**config.mk**
```make
export PLATFORM = sky130hd
export DESIGN_NAME = brwt_front_flat
export DESIGN_NICKNAME = d
export VERILOG_FILES = /design/src/rtl/brwt_pkg.sv /design/src/rtl/brwt_if.sv /design/src/rtl/brwt_front.sv /design/src/flat_wrapper.sv
export SDC_FILE = /design/constraint.sdc
export NUM_CORES = 1
export LEC_CHECK = 0
export ABC_AREA = 0
export BUFFER_PORTS_ARGS = -buffer_cell sky130_fd_sc_hd__clkbuf_2
export CAP_MARGIN = 10
export CORE_MARGIN = 2
export CORE_UTILIZATION = 45
export DETAILED_ROUTE_END_ITERATION = 16
export GPL_ROUTABILITY_DRIVEN = 0
export HOLD_SLACK_MARGIN = 0.02
export PLACE_DENSITY_LB_ADDON = 0.3
export REMOVE_ABC_BUFFERS = 1
export SYNTH_ARGS = -nofsm -noshare
export SYNTH_HDL_FRONTEND = slang
export SYNTH_SLANG_ARGS = --single-unit
```
**constraint.sdc**
```tcl
create_clock -name clk -period 2.4 [get_ports clk]
set_clock_uncertainty 0.1 [all_clocks]
set_input_delay 0 -clock clk [delete_from_list [all_inputs] [get_ports clk]]
set_output_delay 0 -clock clk [all_outputs]
set_load 0.01 [all_outputs]
```
**src/rtl/brwt_pkg.sv**
```systemverilog
// Shared types and constants for the band release weight tracker.
`default_nettype none
package brwt_pkg;
  localparam int unsigned QDEPTH = 4;
  localparam int unsigned QAW = 2;
  localparam logic [16:0] WEIGHT_ONE = 17'd65536;
  localparam logic signed [18:0] DB_PER_LOG2 = 19'sd197283;  // 10*log10(2) in Q16

  localparam logic [2:0] REG_RISE_COEF = 3'd0;
  localparam logic [2:0] REG_FALL_COEF = 3'd1;
  localparam logic [2:0] REG_GAP_ONSET = 3'd2;
  localparam logic [2:0] REG_INV_RANGE = 3'd3;
  localparam logic [2:0] REG_ENERGY_FLOOR = 3'd4;

  typedef struct packed {
    logic [15:0]        rise_coef;
    logic [15:0]        fall_coef;
    logic signed [15:0] gap_onset_db;
    logic [15:0]        inv_gap_range;
    logic [15:0]        energy_floor;
  } cfg_t;

  typedef struct packed {
    logic [4:0]  band;
    logic [31:0] sum;
    logic        seeded;
    logic        last;
  } job_t;
endpackage
`default_nettype wire

```
**src/rtl/brwt_if.sv**
```systemverilog
// Request channel interfaces for bins in and weights out.
`default_nettype none
interface brwt_in_if;
  logic        valid;
  logic        ready;
  logic        mode;
  logic [23:0] magnitude;
  logic [4:0]  band_number;
  logic        in_band;
  logic        band_end;
  logic        frame_end;
  modport source (output valid, mode, magnitude, band_number, in_band, band_end, frame_end,
                  input ready);
  modport sink (input valid, mode, magnitude, band_number, in_band, band_end, frame_end,
                output ready);
endinterface

`default_nettype wire

```
**src/rtl/brwt_front.sv**
```systemverilog
// Front end: accepts bins, keeps the band sum and seeding flag, emits band jobs.
`default_nettype none
module brwt_front #(
  parameter int unsigned BANDS = 32
) (
  input  wire logic          clk,
  input  wire logic          rst_n,
  brwt_in_if.sink            in_ch,
  input  wire logic          q_full,
  output brwt_pkg::job_t     push_job,
  output logic               push
);
  import brwt_pkg::*;

  logic [31:0] sum_r, sum_nxt;
  logic        seeded_r, seeded_nxt;
  logic        acc;
  logic        band_ok;
  logic [32:0] add;
  logic [31:0] sat;

  assign in_ch.ready = !q_full;
  assign acc = in_ch.valid && in_ch.ready;
  assign band_ok = in_ch.in_band && ({27'd0, in_ch.band_number} < 32'(BANDS));
  assign add = {1'b0, sum_r} + {9'd0, in_ch.magnitude};
  assign sat = add[32] ? 32'hFFFF_FFFF : add[31:0];

  always_comb begin
    sum_nxt = sum_r;
    seeded_nxt = seeded_r;
    push = 1'b0;
    push_job.band = in_ch.band_number;
    push_job.sum = sat;
    push_job.seeded = seeded_r;
    push_job.last = in_ch.frame_end;
    if (acc) begin
      if (in_ch.mode) begin
        sum_nxt = '0;
        seeded_nxt = 1'b0;
      end else begin
        if (band_ok) begin
          sum_nxt = sat;
          if (in_ch.band_end) begin
            push = 1'b1;
            sum_nxt = '0;
          end
        end
        if (in_ch.frame_end) begin
          seeded_nxt = 1'b1;
          sum_nxt = '0;
        end
      end
    end
  end

  always_ff @(posedge clk) begin
    if (!rst_n) begin
      sum_r <= '0;
      seeded_r <= 1'b0;
    end else begin
      sum_r <= sum_nxt;
      seeded_r <= seeded_nxt;
    end
  end
endmodule
`default_nettype wire

```
**src/flat_wrapper.sv**
```systemverilog
// flat-port wrapper written by rule: the top's interface ports become plain ports
module brwt_front_flat import brwt_pkg::*;
#(
  parameter int unsigned BANDS = 32
)
  (clk, rst_n, q_full, push_job, push, in_ch_valid, in_ch_mode, in_ch_magnitude, in_ch_band_number, in_ch_in_band, in_ch_band_end, in_ch_frame_end, in_ch_ready);
  brwt_in_if in_ch_i ();
  input  wire logic clk;
  input  wire logic rst_n;
  input  wire logic q_full;
  output brwt_pkg::job_t push_job;
  output logic push;
  input wire logic [$bits(in_ch_i.valid)-1:0] in_ch_valid;
  input wire logic [$bits(in_ch_i.mode)-1:0] in_ch_mode;
  input wire logic [$bits(in_ch_i.magnitude)-1:0] in_ch_magnitude;
  input wire logic [$bits(in_ch_i.band_number)-1:0] in_ch_band_number;
  input wire logic [$bits(in_ch_i.in_band)-1:0] in_ch_in_band;
  input wire logic [$bits(in_ch_i.band_end)-1:0] in_ch_band_end;
  input wire logic [$bits(in_ch_i.frame_end)-1:0] in_ch_frame_end;
  output wire logic [$bits(in_ch_i.ready)-1:0] in_ch_ready;
  assign in_ch_i.valid = in_ch_valid;
  assign in_ch_i.mode = in_ch_mode;
  assign in_ch_i.magnitude = in_ch_magnitude;
  assign in_ch_i.band_number = in_ch_band_number;
  assign in_ch_i.in_band = in_ch_in_band;
  assign in_ch_i.band_end = in_ch_band_end;
  assign in_ch_i.frame_end = in_ch_frame_end;
  assign in_ch_ready = in_ch_i.ready;
  brwt_front #(.BANDS(BANDS)) u_core (.clk(clk), .rst_n(rst_n), .in_ch(in_ch_i), .q_full(q_full), .push_job(push_job), .push(push));
endmodule
```
* Yosys cells after proc, flatten, opt, wreduce, memory -nomap -nowiden *
Cells that the tools add are included.
W data, S select, Z words.

storage, ports and cells
  word-level logic and storage cells = 20
  bits in registers = 33

cells by class
  add/subtract/negate cells = 1
  reductions and logical operators = 6
  muxes and demuxes = 11

operators by type and width
  kind                 count
  $mux W32             5
  $add A32 B24 Y33     1
  $mux W1              6
  $reduce_and A2 Y1    2
  $reduce_bool A3 Y1   1
  $reduce_bool A2 Y1   1
  $logic_and A1 B1 Y1  1
  $logic_not A1 Y1     1

* Logic depth before layout (Yosys ltp) *
  word-level depth = 6
  gate-level depth with buffers = 11

* Least setup slack after synthesis *
Ideal clock, no wire load.

  path type = flip-flop to flip-flop
  start point = register u_core.sum_r[0]
  end point = register u_core.sum_r[20]
  cell stages (with the launch flop) = 12
  path slack = -0.261 ns
  data arrival time = 2.444 ns
  data required time = 2.183 ns
  buffers on the path = 1
  setup time = 0.117 ns
  path through = dfxtp_1 ha_1 fa_1 a211oi_1 o21ai_2 a31o_4 nand4_4 nand3_4 nand2_4 buf_8 nand2_1 a22o_1

RTL lines
  item                      RTL line          source
  start: declaration        brwt_front.sv:15  logic [31:0] sum_r, sum_nxt;
  start signal: assignment  brwt_front.sv:61  sum_r <= sum_nxt;

==> results.yml <==
sta:
  hold_viol: 0
  drv_slew: 0
  min_period_over_period_pct: 119.7
  setup_viol: 64
  setup_ws_ns: -0.4716
  relSlewSlack_pct: 52.72
  rsz0062_at_grt: "yes"
  worst_slew_pin_slew_ns: 0.7092
  max_freq_ghz: 0.3482
  fin_crit_ns: 2.872
  holdWs_ns: 0.07801
floorplanning:
  coreArea_sq_um: 6719
  dieArea_sq_um: 7514
  die_y_microns: 86.69
  ios: 78
  rows: 30
  die_w_microns: 86.69
  initial_core_util_pct: 45.79
run:
  max_cap_violations: 0
setup_path:
  crit_required_ns: 2.30
  reg2reg_depth: 13
  crit_type: "flip-flop to output port"
  crit_top_cell: "buf_4"
  crit_fanout: 5
  cp-start-kind: "flip-flop"
  critPathArrivalTime_ns: 2.77
  end_kind: "output port"
  path_cells: "ha_4 -> fa_2 -> a211oi_2 -> buf_4 -> o21ai_4 -> a31o_4 -> nand4_4 -> nand3_4 -> buf_4 -> nand2_4 -> o21ai_1 -> buf_4 -> clkbuf_2"
  crit_slowest_cell: "fa_2"
  slowest_delay_ns: 0.35
placement:
  pre_cts_ws_ns: -0.3661
  place_area_sq_um: 3971
  port_buffers: 67
  numPlacedInstances: 586
  hpwl_mm: 6.572
clocking:
  cts_root_buffer: "clkbuf_8"
  htree_levels: 2
  cts_tree: "built"
  cts.path.max_buffers: 2
  clock_sinks: 33
  numCtsBuffers: 5
  clk_latency_ns: 0.31
  path_clk_slew_ns: 0.07
synthesis:
  synth.distinct_cells: 61
  synth_seq_cells: 33
  syn-cell-area_sq_um: 3077
  syn_inst: 383
  avgSynthCellArea_sq_um: 8.033
  synthArstFlopShare_pct: 0
  yosysSeqAreaShare_pct: 21.47
  synthFlopType: "dfxtp_1"
  yosys_warnings: 0
  synth_edf_count: 0
cells_and_area:
  area_growth_pct: 61.29
  n_antenna_cell: 0
  nets: 618
  final_util_pct: 73.85
  fin_area_sq_um: 4962
  layout-drive-gt1-share_pct: 47.76
  fin_cells: 637
pwr:
  clockPowerShare_pct: 34.9
  leakagePower_nw: 2.371
  powerDensity_nw_per_um2: 289.5
  pwr-share-comb_pct: 26.6
  ir_worst_vdd_uv: 231.9
  power_switching_mw: 0.4284
  p_seq_share_pct: 38.5
  switching_share_pct: 29.82
  p_int_mw: 1.008
routing:
  antenna_left: 0
  drc: 0
  first_pass_iters: 5
  vias: 3711
  viasPerCell: 5.826
  drt-initial-drc-count: 265
  wl_mm: 10.90
  wl_per_cell_microns: 17.12
grt:
  grt_pass1_vias: 3265
  gr-usage-all-layers_pct: 24.96
  grt_pass1_wl_mm: 15.05
  grt_overflow_total: 0
  grt_max_degree: 35
  antenna_found_initial: 0
run_status:
  status: "finished with violations"
  violations: "negative setup slack"
hold_path:
  hold_depth: 4
  hold_class: "input pin to flip-flop"
## cell usage after synthesis (5+ instances only)
cell type	number	area, sq um
nand2_1	43	161.4
dfxtp_1	33	660.6
a21oi_1	29	145.1
a22o_1	27	236.5
ha_1	24	300.3
nor2_1	23	86.33
a21o_1	15	112.6
o21ai_0	15	75.07
xnor2_1	15	131.4
clkbuf_1	10	37.54
nand3_1	10	50.05
inv_1	9	33.78
nand2_2	9	56.30
xor2_1	9	78.83
a211oi_1	7	52.55
and3_1	7	43.79
buf_4	7	52.55
nand4_1	7	43.79
o21a_1	6	45.04
a21oi_2	5	43.79
buf_2	5	25.02
## critical path, delay by kind of cell (launching register included)
kind | cells | cell delay [ns]
AOI/OAI and AO/OA | 4 | 0.65
adders and majority gates | 2 | 0.51
buffers and inverters | 4 | 0.60
DFF | 1 | 0.34
and+or+nand+nor | 3 | 0.38
## cells in the final DEF (no fill, tap or decap), types with 13 or more instances in the layout
| cell type | synthesis | routed |
|---|---|---|
| a21oi_1 | 29 | 24 |
| a22o_1 | 27 | 27 |
| buf_4 | 7 | 95 |
| a21o_1 | 15 | 15 |
| nand2_1 | 43 | 37 |
| xnor2_1 | 15 | 13 |
| nor2_1 | 23 | 20 |
| dfxtp_1 | 33 | 28 |
| ha_1 | 24 | 15 |
| buf_6 | 1 | 24 |
| clkbuf_2 | 0 | 52 |
## state kept, by name (all words and copies together) (netlist names)
signal,flops
u_core.seeded_r,1
u_core.sum_r,32
## metal layers
| metal | wire (microns) | GRT usage (%) | part of all wire [%] | up-vias |
|---|---|---|---|---|
| met4 | 434 | 9.233 | 4.0 | 0 |
| met2 | 5265 | 41.61 | 48 | 158 |
| met3 | 567 | 3.714 | 5.2 | 41 |
| li1 | - | - | - | 1765 |
| met5 | 0 | 0 | 0 | - |
| met1 | 4636 | 32.58 | 43 | 1747 |
## cells by family (layout without fill, tap and decap cells)
family | Yosys count | in the layout | share of synthesized area [%]
xor+xnor | 24 | 24 | 6.832
buf+inv | 33 | 205 | 5.693
compound gates | 138 | 138 | 33.39
mux | 2 | 2 | 0.6507
fa+ha+maj | 25 | 25 | 10.41
simple gates | 128 | 130 | 21.55
flops | 33 | 33 | 21.47
## worst paths after layout
kind	start	endpoint	slack [ns]
min reg2reg	u_core.sum_r[20]$_SDFFE_PN0P_	u_core.sum_r[20]$_SDFFE_PN0P_	0.39
max	u_core.sum_r[0]$_SDFFE_PN0P_	push_job[6]	-0.47
min	in_ch_magnitude[0]	u_core.sum_r[0]$_SDFFE_PN0P_	0.08
max reg2reg	u_core.sum_r[0]$_SDFFE_PN0P_	u_core.sum_r[26]$_SDFFE_PN0P_	-0.29
## layout make-up
| type | instances | area, sq um |
|---|---|---|
| repair buffers | 188 | 1399 |
| inverters | 9 | 33.78 |
| well taps | 80 | 100.1 |
| clock inverters | 1 | 5.005 |
| fillers | 458 | 1757 |
| flip-flops and latches | 33 | 666.9 |
| clock buffers | 7 | 96.34 |
| multi-input cells | 319 | 2661 |
## timing repair
item                                    4_1_cts  5_1_grt
buffers inserted                             14       18
cloned                                        1        1
pin swaps                                    25       38
hold buffers                                 10        0
hold endpoints to repair                      8        0
gates resized for setup                      33       91
endpoints found under the setup margin       64       64
## metrics by stage
step	TNS, ns	power (mW)
5_1_grt	-23.08	1.482
4_1_cts	-14.58	1.384
6_report	-17.67	1.436
3_5_place_dp	-14.29	0.8622
3_3_place_gp	-11.57	0.8580
2_1_floorplan	-6.635	0.7130
## power by group through the flow
stage          registers (mW)  logic [mW]  clock network [mW]
6_report                0.553       0.383               0.501
4_1_cts                 0.552       0.328               0.503
3_5_place_dp            0.565       0.297                   0
2_1_floorplan           0.565       0.148                   0
5_1_grt                 0.553       0.411               0.519
3_3_place_gp            0.565       0.293                   0
(Power assumes the default switching activity.)
