**src/rtl/brwt_pkg.sv**
```systemverilog
// Shared types and constants for the band release weight tracker.
`default_nettype none
package brwt_pkg;
  localparam int unsigned QDEPTH = 4;
  localparam int unsigned QAW = 2;
  localparam logic [16:0] WEIGHT_ONE = 17'd65536;
  localparam logic signed [18:0] DB_PER_LOG2 = 19'sd197283;  // 10*log10(2) in Q16

  localparam logic [2:0] REG_RISE_COEF = 3'd0;
  localparam logic [2:0] REG_FALL_COEF = 3'd1;
  localparam logic [2:0] REG_GAP_ONSET = 3'd2;
  localparam logic [2:0] REG_INV_RANGE = 3'd3;
  localparam logic [2:0] REG_ENERGY_FLOOR = 3'd4;

  typedef struct packed {
    logic [15:0]        rise_coef;
    logic [15:0]        fall_coef;
    logic signed [15:0] gap_onset_db;
    logic [15:0]        inv_gap_range;
    logic [15:0]        energy_floor;
  } cfg_t;

  typedef struct packed {
    logic [4:0]  band;
    logic [31:0] sum;
    logic        seeded;
    logic        last;
  } job_t;
endpackage
`default_nettype wire

```
**src/rtl/brwt_queue.sv**
```systemverilog
// Short job queue between the front end and the weight engine.
`default_nettype none
module brwt_queue (
  input  wire logic           clk,
  input  wire logic           rst_n,
  input  wire logic           push,
  input  wire brwt_pkg::job_t push_job,
  input  wire logic           pop,
  output brwt_pkg::job_t      head,
  output logic                empty,
  output logic                full
);
  import brwt_pkg::*;

  job_t           mem_r [QDEPTH];
  logic [QAW-1:0] wp_r, rp_r;
  logic [QAW:0]   cnt_r;

  assign empty = (cnt_r == '0);
  assign full = (cnt_r == (QAW+1)'(QDEPTH));
  assign head = mem_r[rp_r];

  always_ff @(posedge clk) begin
    if (push) mem_r[wp_r] <= push_job;
  end

  always_ff @(posedge clk) begin
    if (!rst_n) begin
      wp_r <= '0;
      rp_r <= '0;
      cnt_r <= '0;
    end else begin
      if (push) wp_r <= wp_r + 1'b1;
      if (pop) rp_r <= rp_r + 1'b1;
      cnt_r <= cnt_r + (QAW+1)'(push) - (QAW+1)'(pop);
    end
  end
endmodule
`default_nettype wire

```
**config.mk**
```make
export PLATFORM = sky130hd
export DESIGN_NAME = brwt_queue
export DESIGN_NICKNAME = d
export VERILOG_FILES = /design/src/rtl/brwt_pkg.sv /design/src/rtl/brwt_queue.sv
export SDC_FILE = /design/constraint.sdc
export NUM_CORES = 1
export LEC_CHECK = 0
export BUFFER_PORTS_ARGS = -buffer_cell sky130_fd_sc_hd__buf_2
export CAP_MARGIN = 20
export CORE_UTILIZATION = 35
export CTS_BUF_LIST = sky130_fd_sc_hd__clkbuf_4 sky130_fd_sc_hd__clkbuf_8
export DETAILED_ROUTE_END_ITERATION = 10
export GPL_TIMING_DRIVEN = 0
export RECOVER_POWER = 100
export SYNTH_ARGS = -nofsm -noshare
export SYNTH_HDL_FRONTEND = slang
export SYNTH_SLANG_ARGS = --single-unit
```
**constraint.sdc**
```tcl
create_clock -name clk -period 4 [get_ports clk]
set_input_delay 0.8 -clock clk [delete_from_list [all_inputs] [get_ports clk]]
set_output_delay 0.8 -clock clk [all_outputs]
set_load 0.03 [all_outputs]
```
======== Word-level counts from Yosys, hierarchy flattened ========
Memory sizes are Yosys's and may differ from the RTL's. A register that Yosys moved wholly into a read port is not among the register bits.
Cells that the tools add are included.
cells by class
  $add $sub $neg .......................... 4
  equality and inequality tests ........... 1
  muxes and demuxes ....................... 4
  reduce and logical (&&, ||, !) cells .... 1
operators with widths
  cell                                          count
  adder 2 x 1 -> 2 bit (second input constant)  2
  2-to-1 mux 2 bit                              2
  adder 3 x 1 -> 3 bit                          1
  == test 3 bit (second input constant)         1
  logical NOT 3 bit                             1
  subtractor 3 x 1 -> 3 bit                     1
  2-to-1 mux 1 bit                              2
storage, ports and cells
  register bits after elaboration ......... 7
  memory bits (writable) .................. 156
  input port bits ......................... 43
  output and inout port bits .............. 41
  word-level logic and storage cells ...... 14
  memories ................................ 1
memory list
  memory  depth  width  rd ports  clocked after Yosys merged registers in  wr ports  line              text
  mem_r   4      39     1         1                                        1         brwt_queue.sv:15  job_t mem_r [QDEPTH];

======== Logic depth before layout (Yosys ltp) ========
Gate-level depths: netlist of run 1.
  word-level depth ........................ 3
  gate-level depth with buffers ........... 7
  depth with buffers taken out ............ 7

======== Worst setup path after synthesis of run 1 ========
OpenSTA, ideal clock, no wires.
  kind .................................... in2reg
  from .................................... input push
  to ...................................... memory mem_r[0][0] (netlist bit), enable pin
  library setup time ...................... 0.400 ns
  arrival ................................. 1.749 ns
  data required time ...................... 3.600 ns
  path slack .............................. 1.851 ns
  stages on the path ...................... 1
  path through ............................ and2_1
between the ends
  cells in the longest elaborated chain, start to end .. 2
RTL lines
  what                                    line              text
  start, declared                         brwt_queue.sv:6   input wire logic push,
  2-to-1 mux 1 bit                        brwt_queue.sv:24  if (push) mem_r[wp_r] <= push_job;
  2-to-1 mux 1 bit (not written as such)  brwt_queue.sv:24
  end, declared                           brwt_queue.sv:15
Every way passes these cells.

==> impl_metrics.yaml, run 1 <==
run_status:
  run_status: "finished, violations left"
  violations: "max-capacitance violations, max-slew violations"
synth:
  synth_area_um2: 6061
  synthDistinctLibCells: 20
  yosysSeqAreaShare: 0.8026
  synth_fp_nets: 296
  yosys_warnings: 0
  ys_ff_latch: 165
  synth_cells: 246
  syn_avg_cell_area_um2: 24.64
sta:
  fin_setup_tns_ns: 0
  hold_viol: 0
  finalCritPeriodShare: 0.7632
  drv_slew: 17
  worst_pin_slew_ns: 1.541
  whs_ns: 0.5720
  setup_viol: 0
  slew_headroom: -0.02812
  layout_min_cycle_time_ns: 3.053
  max_freq_ghz: 0.3276
  rsz0062_at_grt: "false"
  skew_ns: 0.005346
drt:
  drt.antenna.violating_nets: 0
  dr.pass1.iters: 4
  drc: 0
  initialDrtViolationCount: 174
  via_per_inst: 4.697
  wl_per_cell_um: 18.28
  wl_um: 10690
  route.vias.total: 2748
finish:
  drive_gt1_frac: 0.2219
  antenna_cells: 0
  finalNetCount: 402
  utilization: 0.4237
  area_delta_synth_final_pct: 17.16
  final.fill_count: 1522
critical_path:
  arrival_ns: 2.25
  crit_type: "flop to primary output"
  end_kind: "primary output"
  start_kind: "flop"
  cp.required_ns: 3.20
  r2r-end: "mem_r[2][2]$_DFFE_PP_"
  reg2regPathDepth: 4
  crit_fanout: 10
  r2r_start: "wp_r[0]$_SDFFE_PN0P_"
  r2r_setup_slack_ns: 1.63
clock_tree:
  clkSlewWorstSetupHoldPaths_ns: 0.08
  htreeDepth: 4
  cts-root-buf: "clkbuf_8"
  post_cts_buffers: 0
  cts_buffer_depth: 2
  cts_made_buffers: 17
  cts_resized: 0
  clkSinkCount: 165
  cts_tree: "done"
  clk_latency_ns: 0.44
  holdBufCountCts: 0
place:
  io_buffers: 83
  dp.final_hpwl_um: 6748
  routabilityCongestion: 0.6534
global_route:
  grt_pass1_wl_um: 16660
  antenna_found_initial: 0
  globalRouteOverflowTotal: 0
  grt_usage: 0.1313
  grt_max_degree: 25
  first_global_vias: 3036
floorplan:
  core_um2: 16760
  die_w_um: 133.6
  initial_core_util: 0.3616
  dieArea_um2: 17850
  num_io_pins: 84
  die_y_um: 133.6
  fp-row-count: 47
power_and_ir_drop:
  p_per_area_nw_per_um2: 506.2
  p_leak_nw: 2.211
  peakVddDrop_uv: 182.6
run:
  maxCapViolations: 1
min_path:
  hold_depth: 2
  hold_path_end: "wp_r[0]$_SDFFE_PN0P_"
  min_path_type: "flop to flop"
  worstHoldStart: "wp_r[0]$_SDFFE_PN0P_"
[metrics by stage]
step                cell area, µm²  cells  setup slack [ns]  power (W)
floorplan                     6061    246             1.851   0.002386
global placement              6751    549            0.7650   0.002535
detailed placement            6837    553             1.637   0.002554
CTS                           7206    585             1.132   0.003669
global route                  7101    585            0.7642   0.003744
finish                        7101    585            0.9471   0.003595
[metal layers]
layer  global-route usage  routed length (µm)  part of all wire
met3              0.04452                 504             0.047
met2               0.2248                5579              0.52
met4              0.04987                 133             0.012
met5                    0                   0                 0
met1               0.1521                4476              0.42
[cells by family (layout without fill, tap and decap cells)]
logic type               after synthesis  in the layout  share of synthesized area
AND/OR/NAND/NOR                       14             14                    0.01239
buffers and inverters                 15            134                    0.01342
AO/OA/AOI/OAI                          2              2                   0.002477
flip-flops                           165            165                     0.8026
multiplexers                          40             40                     0.1466
XOR/XNOR                               3              3                   0.006813
adder cells (fa/ha/maj)                7              7                    0.01569
[cells in the final DEF, fill, tap and decap left out]
cell type	Yosys	layout
bufinv_16	0	2
nor3_1	1	1
xor3_1	1	1
edfxtp_1	156	156
buf_12	0	4
a21bo_2	1	1
and3_1	1	1
buf_2	2	5
buf_4	2	2
ha_1	6	6
inv_1	7	7
dfxtp_1	9	9
clkbuf_4	0	3
and2_1	6	1
a21oi_1	1	1
nor2_1	5	5
fa_1	1	1
clkbuf_1	2	82
clkbuf_8	0	17
nand3b_1	1	1
buf_6	2	2
and2_0	0	5
xnor2_1	2	2
clkinv_2	0	3
clkinv_1	0	4
clkinvlp_4	0	3
mux2i_1	1	1
mux4_2	39	39
[power by group]
part           switching (W)  internal, W
Combinational       0.000303     0.000171
Sequential         0.0000250      0.00198
Clock               0.000552     0.000562
Total               0.000880      0.00271
[worst max-delay path: stages, from the launching register on]
cell      delay (ns)
dfxtp_1         0.36
buf_2           0.29
clkbuf_1        0.52
mux4_2          0.34
clkbuf_1        0.31
[cell usage after synthesis]
library cell  count  area, µm²
a21bo_2           1      10.01
a21oi_1           1      5.000
and2_1            6      37.54
and3_1            1      6.260
buf_2             2      10.01
buf_4             2      15.01
buf_6             2      22.52
clkbuf_1          2      7.510
dfxtp_1           9      180.2
edfxtp_1        156       4684
fa_1              1      20.02
ha_1              6      75.07
inv_1             7      26.28
mux2i_1           1      10.01
mux4_2           39      878.3
nand3b_1          1      7.510
nor2_1            5      18.77
nor3_1            1      5.000
xnor2_1           2      17.52
xor3_1            1      23.77
[registers in the layout, summed over array words and instances, names as in the netlist, named ones only]
signal and flops:
mem_r 156, cnt_r 3, rp_r 2, wp_r 2
[cell type report]
class / count / area, µm² / share of cell area
Inverter: 7 / 26.28 / 0.003700
Multi-Input combinational cell: 66 / 1115 / 0.1570
Buffer: 8 / 53.80 / 0.007577
Clock inverter: 12 / 112.6 / 0.01586
Clock buffer: 20 / 256.5 / 0.03612
Tap cell: 220 / 275.3 / 0.03877
Sequential cell: 165 / 4865 / 0.6851
Timing Repair Buffer: 87 / 396.6 / 0.05586
[worst max path at each step]
stage	cells after the start	slack, ns	endpoint	start
2_1_floorplan	1	1.85	mem_r[0][0]$_DFFE_PP_	push
3_3_place_gp	2	0.76	mem_r[2][32]$_DFFE_PP_	push
3_5_place_dp	7	1.64	cnt_r[2]$_SDFF_PN0_	pop
4_1_cts	3	1.13	head[23]	flop
5_1_grt	4	0.76	head[29]	flop
6_report	4	0.95	head[26]	flop
Note: power is estimated with default switching activity, not from simulation.
==> inputs of run 2 (changes only) <==
- clock period: 4 -> 2.5 ns (I/O delays scaled with it)
==> impl_metrics.yaml, run 2 (same netlist as run 1, synthesis figures left out) <==
run_status:
  run_status: "complete, no violations"
sta:
  layout_min_cycle_time_ns: 2.372
  finalCritPeriodShare: 0.9487
  whs_ns: 0.2900
  rsz0062_at_grt: "false"
  worst_pin_slew_ns: 1.467
  fin_setup_tns_ns: 0
  hold_viol: 0
  skew_ns: 0.005938
  worst_slack_ns: 0.1283
  max_freq_ghz: 0.4216
  slew_headroom: 0.02128
  drv_slew: 0
  setup_viol: 0
critical_path:
  r2r-end: "mem_r[0][35]$_DFFE_PP_"
  arrival_ns: 1.87
  cp.required_ns: 2.00
  crit_chain: "buf_6 -> mux4_2 -> buf_2"
  crit_type: "flop to primary output"
  path_buf_inv: 2
  r2r_setup_slack_ns: 0.16
  max_stage_delay_ns: 0.57
  critPathSlowestCell: "mux4_2"
  start_kind: "flop"
  crit_fanout: 19
  endpoint: "head[2]"
  end_kind: "primary output"
  reg2regPathDepth: 4
  critPathTopFamily: "multiplexers"
  r2r_start: "wp_r[0]$_SDFFE_PN0P_"
  worst-path-stages: 3
power_and_ir_drop:
  combPwrFrac: 0.134
  seqPwrFrac: 0.557
  internal-power_w: 0.004358
  p_leak_nw: 2.323
  p_per_area_nw_per_um2: 808.7
  clkPwrFrac: 0.309
  p_sw_w: 0.001404
  swShare: 0.2437
  peakVddDrop_uv: 291.8
floorplan:
  core_um2: 16760
  die_w_um: 133.6
  initial_core_util: 0.3616
  die_y_um: 133.6
  dieArea_um2: 17850
  fp-row-count: 47
  num_io_pins: 84
drt:
  route.vias.total: 2741
  dr.pass1.iters: 4
  via_per_inst: 4.693
  drc: 0
  drt.antenna.violating_nets: 0
  wl_um: 10650
  initialDrtViolationCount: 172
  wl_per_cell_um: 18.23
global_route:
  antenna_found_initial: 0
  grt_max_degree: 25
  globalRouteOverflowTotal: 0
  first_global_vias: 3036
  grt_pass1_wl_um: 16660
  grt_usage: 0.1313
finish:
  finalNetCount: 401
  reg_top3: "mem_r (156), cnt_r (3)"
  regMostFlops: "mem_r"
  antenna_cells: 0
  largest_reg_flops: 156
  area_delta_synth_final_pct: 17.57
  drive_gt1_frac: 0.3324
  layout_common_cells: "edfxtp_1 (156), clkbuf_1 (41), mux4_2 (39)"
  final_common_cell: "edfxtp_1"
  fin_area_um2: 7126
clock_tree:
  cts_tree: "done"
  cts-root-buf: "clkbuf_8"
  cts_buffer_depth: 2
  htreeDepth: 4
  cts_made_buffers: 17
  clk_latency_ns: 0.44
  holdBufCountCts: 0
  clkSlewWorstSetupHoldPaths_ns: 0.08
  clkSinkCount: 165
place:
  dp_slack_ns: 0.4372
  routabilityCongestion: 0.6534
  placed_cell_area_um2: 6837
  dp.final_hpwl_um: 6748
  io_buffers: 83
min_path:
  min_path_type: "input port to flop"
run:
  maxCapViolations: 0
run 2: how the worst min path moves through the flow:
stage | slack [ns] | cells past startpoint | startpoint | endpoint
after floorplan | 0.50 | 2 | rp_r[1]$_SDFFE_PN0P_ | flop
after global placement | 0.51 | 2 | rp_r[1]$_SDFFE_PN0P_ | rp_r[1]$_SDFFE_PN0P_
after detailed placement | 0.56 | 2 | wp_r[0]$_SDFFE_PN0P_ | wp_r[0]$_SDFFE_PN0P_
after CTS | 0.23 | 1 | push_job[10] | mem_r[1][10]$_DFFE_PP_
after global routing | 0.27 | 2 | rst_n | cnt_r[1]$_SDFF_PN0_
final | 0.29 | 2 | rst_n | cnt_r[1]$_SDFF_PN0_
run 2: per-layer routing:
metal	share of wire	vias to the layer above	GRT usage	wire length, µm
met5	0	-	0	0
met4	0.012	0	0.04987	133
met3	0.042	13	0.04414	442
met2	0.53	61	0.2248	5595
met1	0.42	1433	0.1524	4475
li1	-	1234	-	-
run 2: power groups by stage:
stage          sequential [W]  clock [W]  combinational (W)
2_1_floorplan         0.00327          0           0.000552
3_3_place_gp          0.00327          0           0.000782
3_5_place_dp          0.00328          0           0.000811
4_1_cts               0.00321    0.00185           0.000811
5_1_grt               0.00323    0.00195           0.000829
6_report              0.00321    0.00178           0.000770
run 2: repair_timing:
action	4_1_cts	5_1_grt
setup endpoints to repair	30	0
setup buffers	0	0
resized for setup	4	0
run 2: area by class of cell:
| class | instances | area, µm² |
|---|---|---|
| Clock inverter | 12 | 112.6 |
| Tap cell | 220 | 275.3 |
| Timing Repair Buffer | 87 | 426.7 |
| Buffer | 7 | 48.80 |
| Multi-Input combinational cell | 66 | 1115 |
| Inverter | 7 | 26.28 |
| Clock buffer | 20 | 256.5 |
| Sequential cell | 165 | 4865 |
| Fill cell | 1514 | 9634 |
run 2: metrics by stage:
stage,power [W],instances,utilization
after floorplan,0.003817,246,-
after global placement,0.004056,549,0.4028
after detailed placement,0.004086,553,0.4079
after CTS,0.005869,584,0.4298
after global routing,0.006004,584,0.4252
final,0.005762,584,0.4252
==> inputs of run 3 (changes only) <==
- ABC_AREA: default -> 1
- CORE_UTILIZATION: 35 -> 30
- SLEW_MARGIN: default -> 30
==> impl_metrics.yaml, run 3 <==
synth:
  synth_area_um2: 6593
  synthTopCellsByArea: "edfxtp_1 (71%), inv_1 (5.3%), nand2_1 (5.0%)"
  synth_fp_nets: 560
  yosysTopAreaCell: "edfxtp_1"
  yosysSeqAreaShare: 0.7379
  synth_most_common_cell: "edfxtp_1"
  ys_async_sr_fraction: 0
  syn_avg_cell_area_um2: 12.93
  yosys_warnings: 0
  ys_ff_latch: 165
  ys.flop_type: "edfxtp_1"
  synth_cells: 510
  synth-edff-count: 156
  synthDistinctLibCells: 17
  synth_top_area_frac: 0.7106
  synth_commonest_cells: "edfxtp_1 (156), inv_1 (93), nand2_1 (88)"
sta:
  drv_slew: 0
  worst_slack_ns: 0.1640
  skew_ns: 0.01414
  worst_pin_slew_ns: 1.033
  whs_ns: 0.2718
  rsz0062_at_grt: "false"
  hold_viol: 0
  finalCritPeriodShare: 0.9344
  slew_headroom: 0.3102
  max_freq_ghz: 0.4281
  setup_viol: 0
  fin_setup_tns_ns: 0
  layout_min_cycle_time_ns: 2.336
drt:
  via_per_inst: 4.378
  route.vias.total: 3949
  wl_um: 13890
  drc: 0
  initialDrtViolationCount: 255
  wl_per_cell_um: 15.39
  dr.pass1.iters: 5
  drt.antenna.violating_nets: 0
clock_tree:
  clkSinkCount: 165
  htreeDepth: 4
  clk_latency_ns: 0.46
  cts_buffer_depth: 2
  cts_resized: 0
  cts-root-buf: "clkbuf_8"
  post_cts_buffers: 0
  holdBufCountCts: 0
  cts_made_buffers: 17
  clkSlewWorstSetupHoldPaths_ns: 0.09
  cts_tree: "done"
power_and_ir_drop:
  combPwrFrac: 0.138
  p_per_area_nw_per_um2: 745.0
  p_sw_w: 0.001623
  peakVddDrop_uv: 326.8
  seqPwrFrac: 0.560
  p_leak_nw: 2.925
  swShare: 0.2850
  clkPwrFrac: 0.302
  internal-power_w: 0.004071
critical_path:
  r2r-end: "mem_r[0][16]$_DFFE_PP_"
  reg2regPathDepth: 5
  end_kind: "primary output"
  crit_type: "flop to primary output"
  start_kind: "flop"
  arrival_ns: 1.84
  r2r_start: "wp_r[0]$_SDFFE_PN0P_"
  cp.required_ns: 2.00
  crit_fanout: 10
  r2r_setup_slack_ns: 0.22
floorplan:
  die_y_um: 150.2
  dieArea_um2: 22570
  num_io_pins: 84
  initial_core_util: 0.3097
  die_w_um: 150.2
  fp-row-count: 53
  core_um2: 21290
min_path:
  hold_path_end: "rp_r[0]$_SDFFE_PN0P_"
  worstHoldStart: "pop"
  hold_depth: 2
  min_path_type: "input port to flop"
finish:
  layout_common_cells: "edfxtp_1 (156), inv_1 (91), nand2_1 (88)"
  stdcell_count: 902
  largest_reg_flops: 156
  antenna_cells: 0
  drive_gt1_frac: 0.1547
  final_common_cell: "edfxtp_1"
  reg_top3: "mem_r (156), cnt_r (3)"
  finalNetCount: 664
  area_delta_synth_final_pct: 15.94
  regMostFlops: "mem_r"
  final.fill_count: 2126
global_route:
  grt_usage: 0.1303
  antenna_found_initial: 0
  globalRouteOverflowTotal: 0
  globalRouteMet2Util: 0.2201
  grt_max_degree: 40
  grt_use_met1: 0.1603
  grt_util_met3: 0.03667
  first_global_vias: 3806
  grt_pass1_wl_um: 20960
  grt.busiest_layer: "met2"
place:
  io_buffers: 83
  dp.final_hpwl_um: 8568
  dp_cells: 870
  routabilityCongestion: 0.6764
  dp_slack_ns: 0.6928
run:
  maxCapViolations: 0
run_status:
  run_status: "complete, no violations"
-- run 3: changes by cell type after synthesis, sizes merged, moves of 3 or more --
cell / previous run / this run
nand2: 0 / 88
inv: 7 / 93
a21oi: 1 / 45
o21ai: 0 / 43
mux4: 39 / 0
o211ai: 0 / 39
buf: 6 / 25
and2: 6 / 0
nor2: 5 / 2
-- run 3: logic make-up after synthesis --
logic type | after synthesis | share of synthesized area
AOI/OAI and AO/OA | 127 | 0.1112
adders and majority gates | 7 | 0.01442
buffers and inverters | 119 | 0.08370
DFF | 165 | 0.7379
and+or+nand+nor | 92 | 0.05276
-- run 3: metrics by stage --
stage | area (µm²) | util | power (W)
after floorplan | 6593 | - | 0.003774
after global placement | 7352 | 0.3454 | 0.004060
after detailed placement | 7397 | 0.3475 | 0.004077
after CTS | 7741 | 0.3637 | 0.005767
after global routing | 7644 | 0.3591 | 0.005923
final | 7644 | 0.3591 | 0.005694
-- run 3: layer usage --
metal / vias to the layer above / share of wire
met4: 0 / 0.0094
li1: 1968 / -
met3: 9 / 0.040
met2: 87 / 0.50
met1: 1885 / 0.45
met5: - / 0
-- run 3: worst max-delay path, cell delays in order (launching register included) --
cell and delay (ns):
dfxtp_1 0.39, buf_4 0.22, clkbuf_2 0.31, o211ai_1 0.14
nand2_1 0.11, clkbuf_2 0.21
-- run 3: power by group through the flow --
stage	Clock [W]	Sequential, W	Combinational [W]
2_1_floorplan	0	0.00325	0.000528
6_report	0.00172	0.00319	0.000785
5_1_grt	0.00186	0.00320	0.000868
3_5_place_dp	0	0.00325	0.000828
3_3_place_gp	0	0.00325	0.000808
4_1_cts	0.00175	0.00319	0.000830
-- run 3: cell type report --
| class | instances | area, µm² | area share |
|---|---|---|---|
| Timing Repair Buffer | 85 | 367.9 | 0.04813 |
| Inverter | 93 | 349.1 | 0.04567 |
| Clock inverter | 14 | 102.6 | 0.01342 |
| Multi-Input combinational cell | 226 | 1176 | 0.1539 |
| Buffer | 26 | 197.7 | 0.02586 |
| Tap cell | 275 | 344.1 | 0.04502 |
| Sequential cell | 165 | 4865 | 0.6364 |
| Clock buffer | 18 | 241.5 | 0.03159 |
-- run 3: worst max path at each step --
stage	slack (ns)	endpoint	cells after the start	start
3_3_place_gp	-0.08	mem_r[3][16]$_DFFE_PP_	3	push
2_1_floorplan	0.75	mem_r[2][0]$_DFFE_PP_	4	wp_r[0]$_SDFFE_PN0P_
4_1_cts	0.16	head[36]	4	flop
5_1_grt	0.009	head[38]	4	flop
6_report	0.16	head[23]	5	flop
3_5_place_dp	0.69	head[36]	4	flop
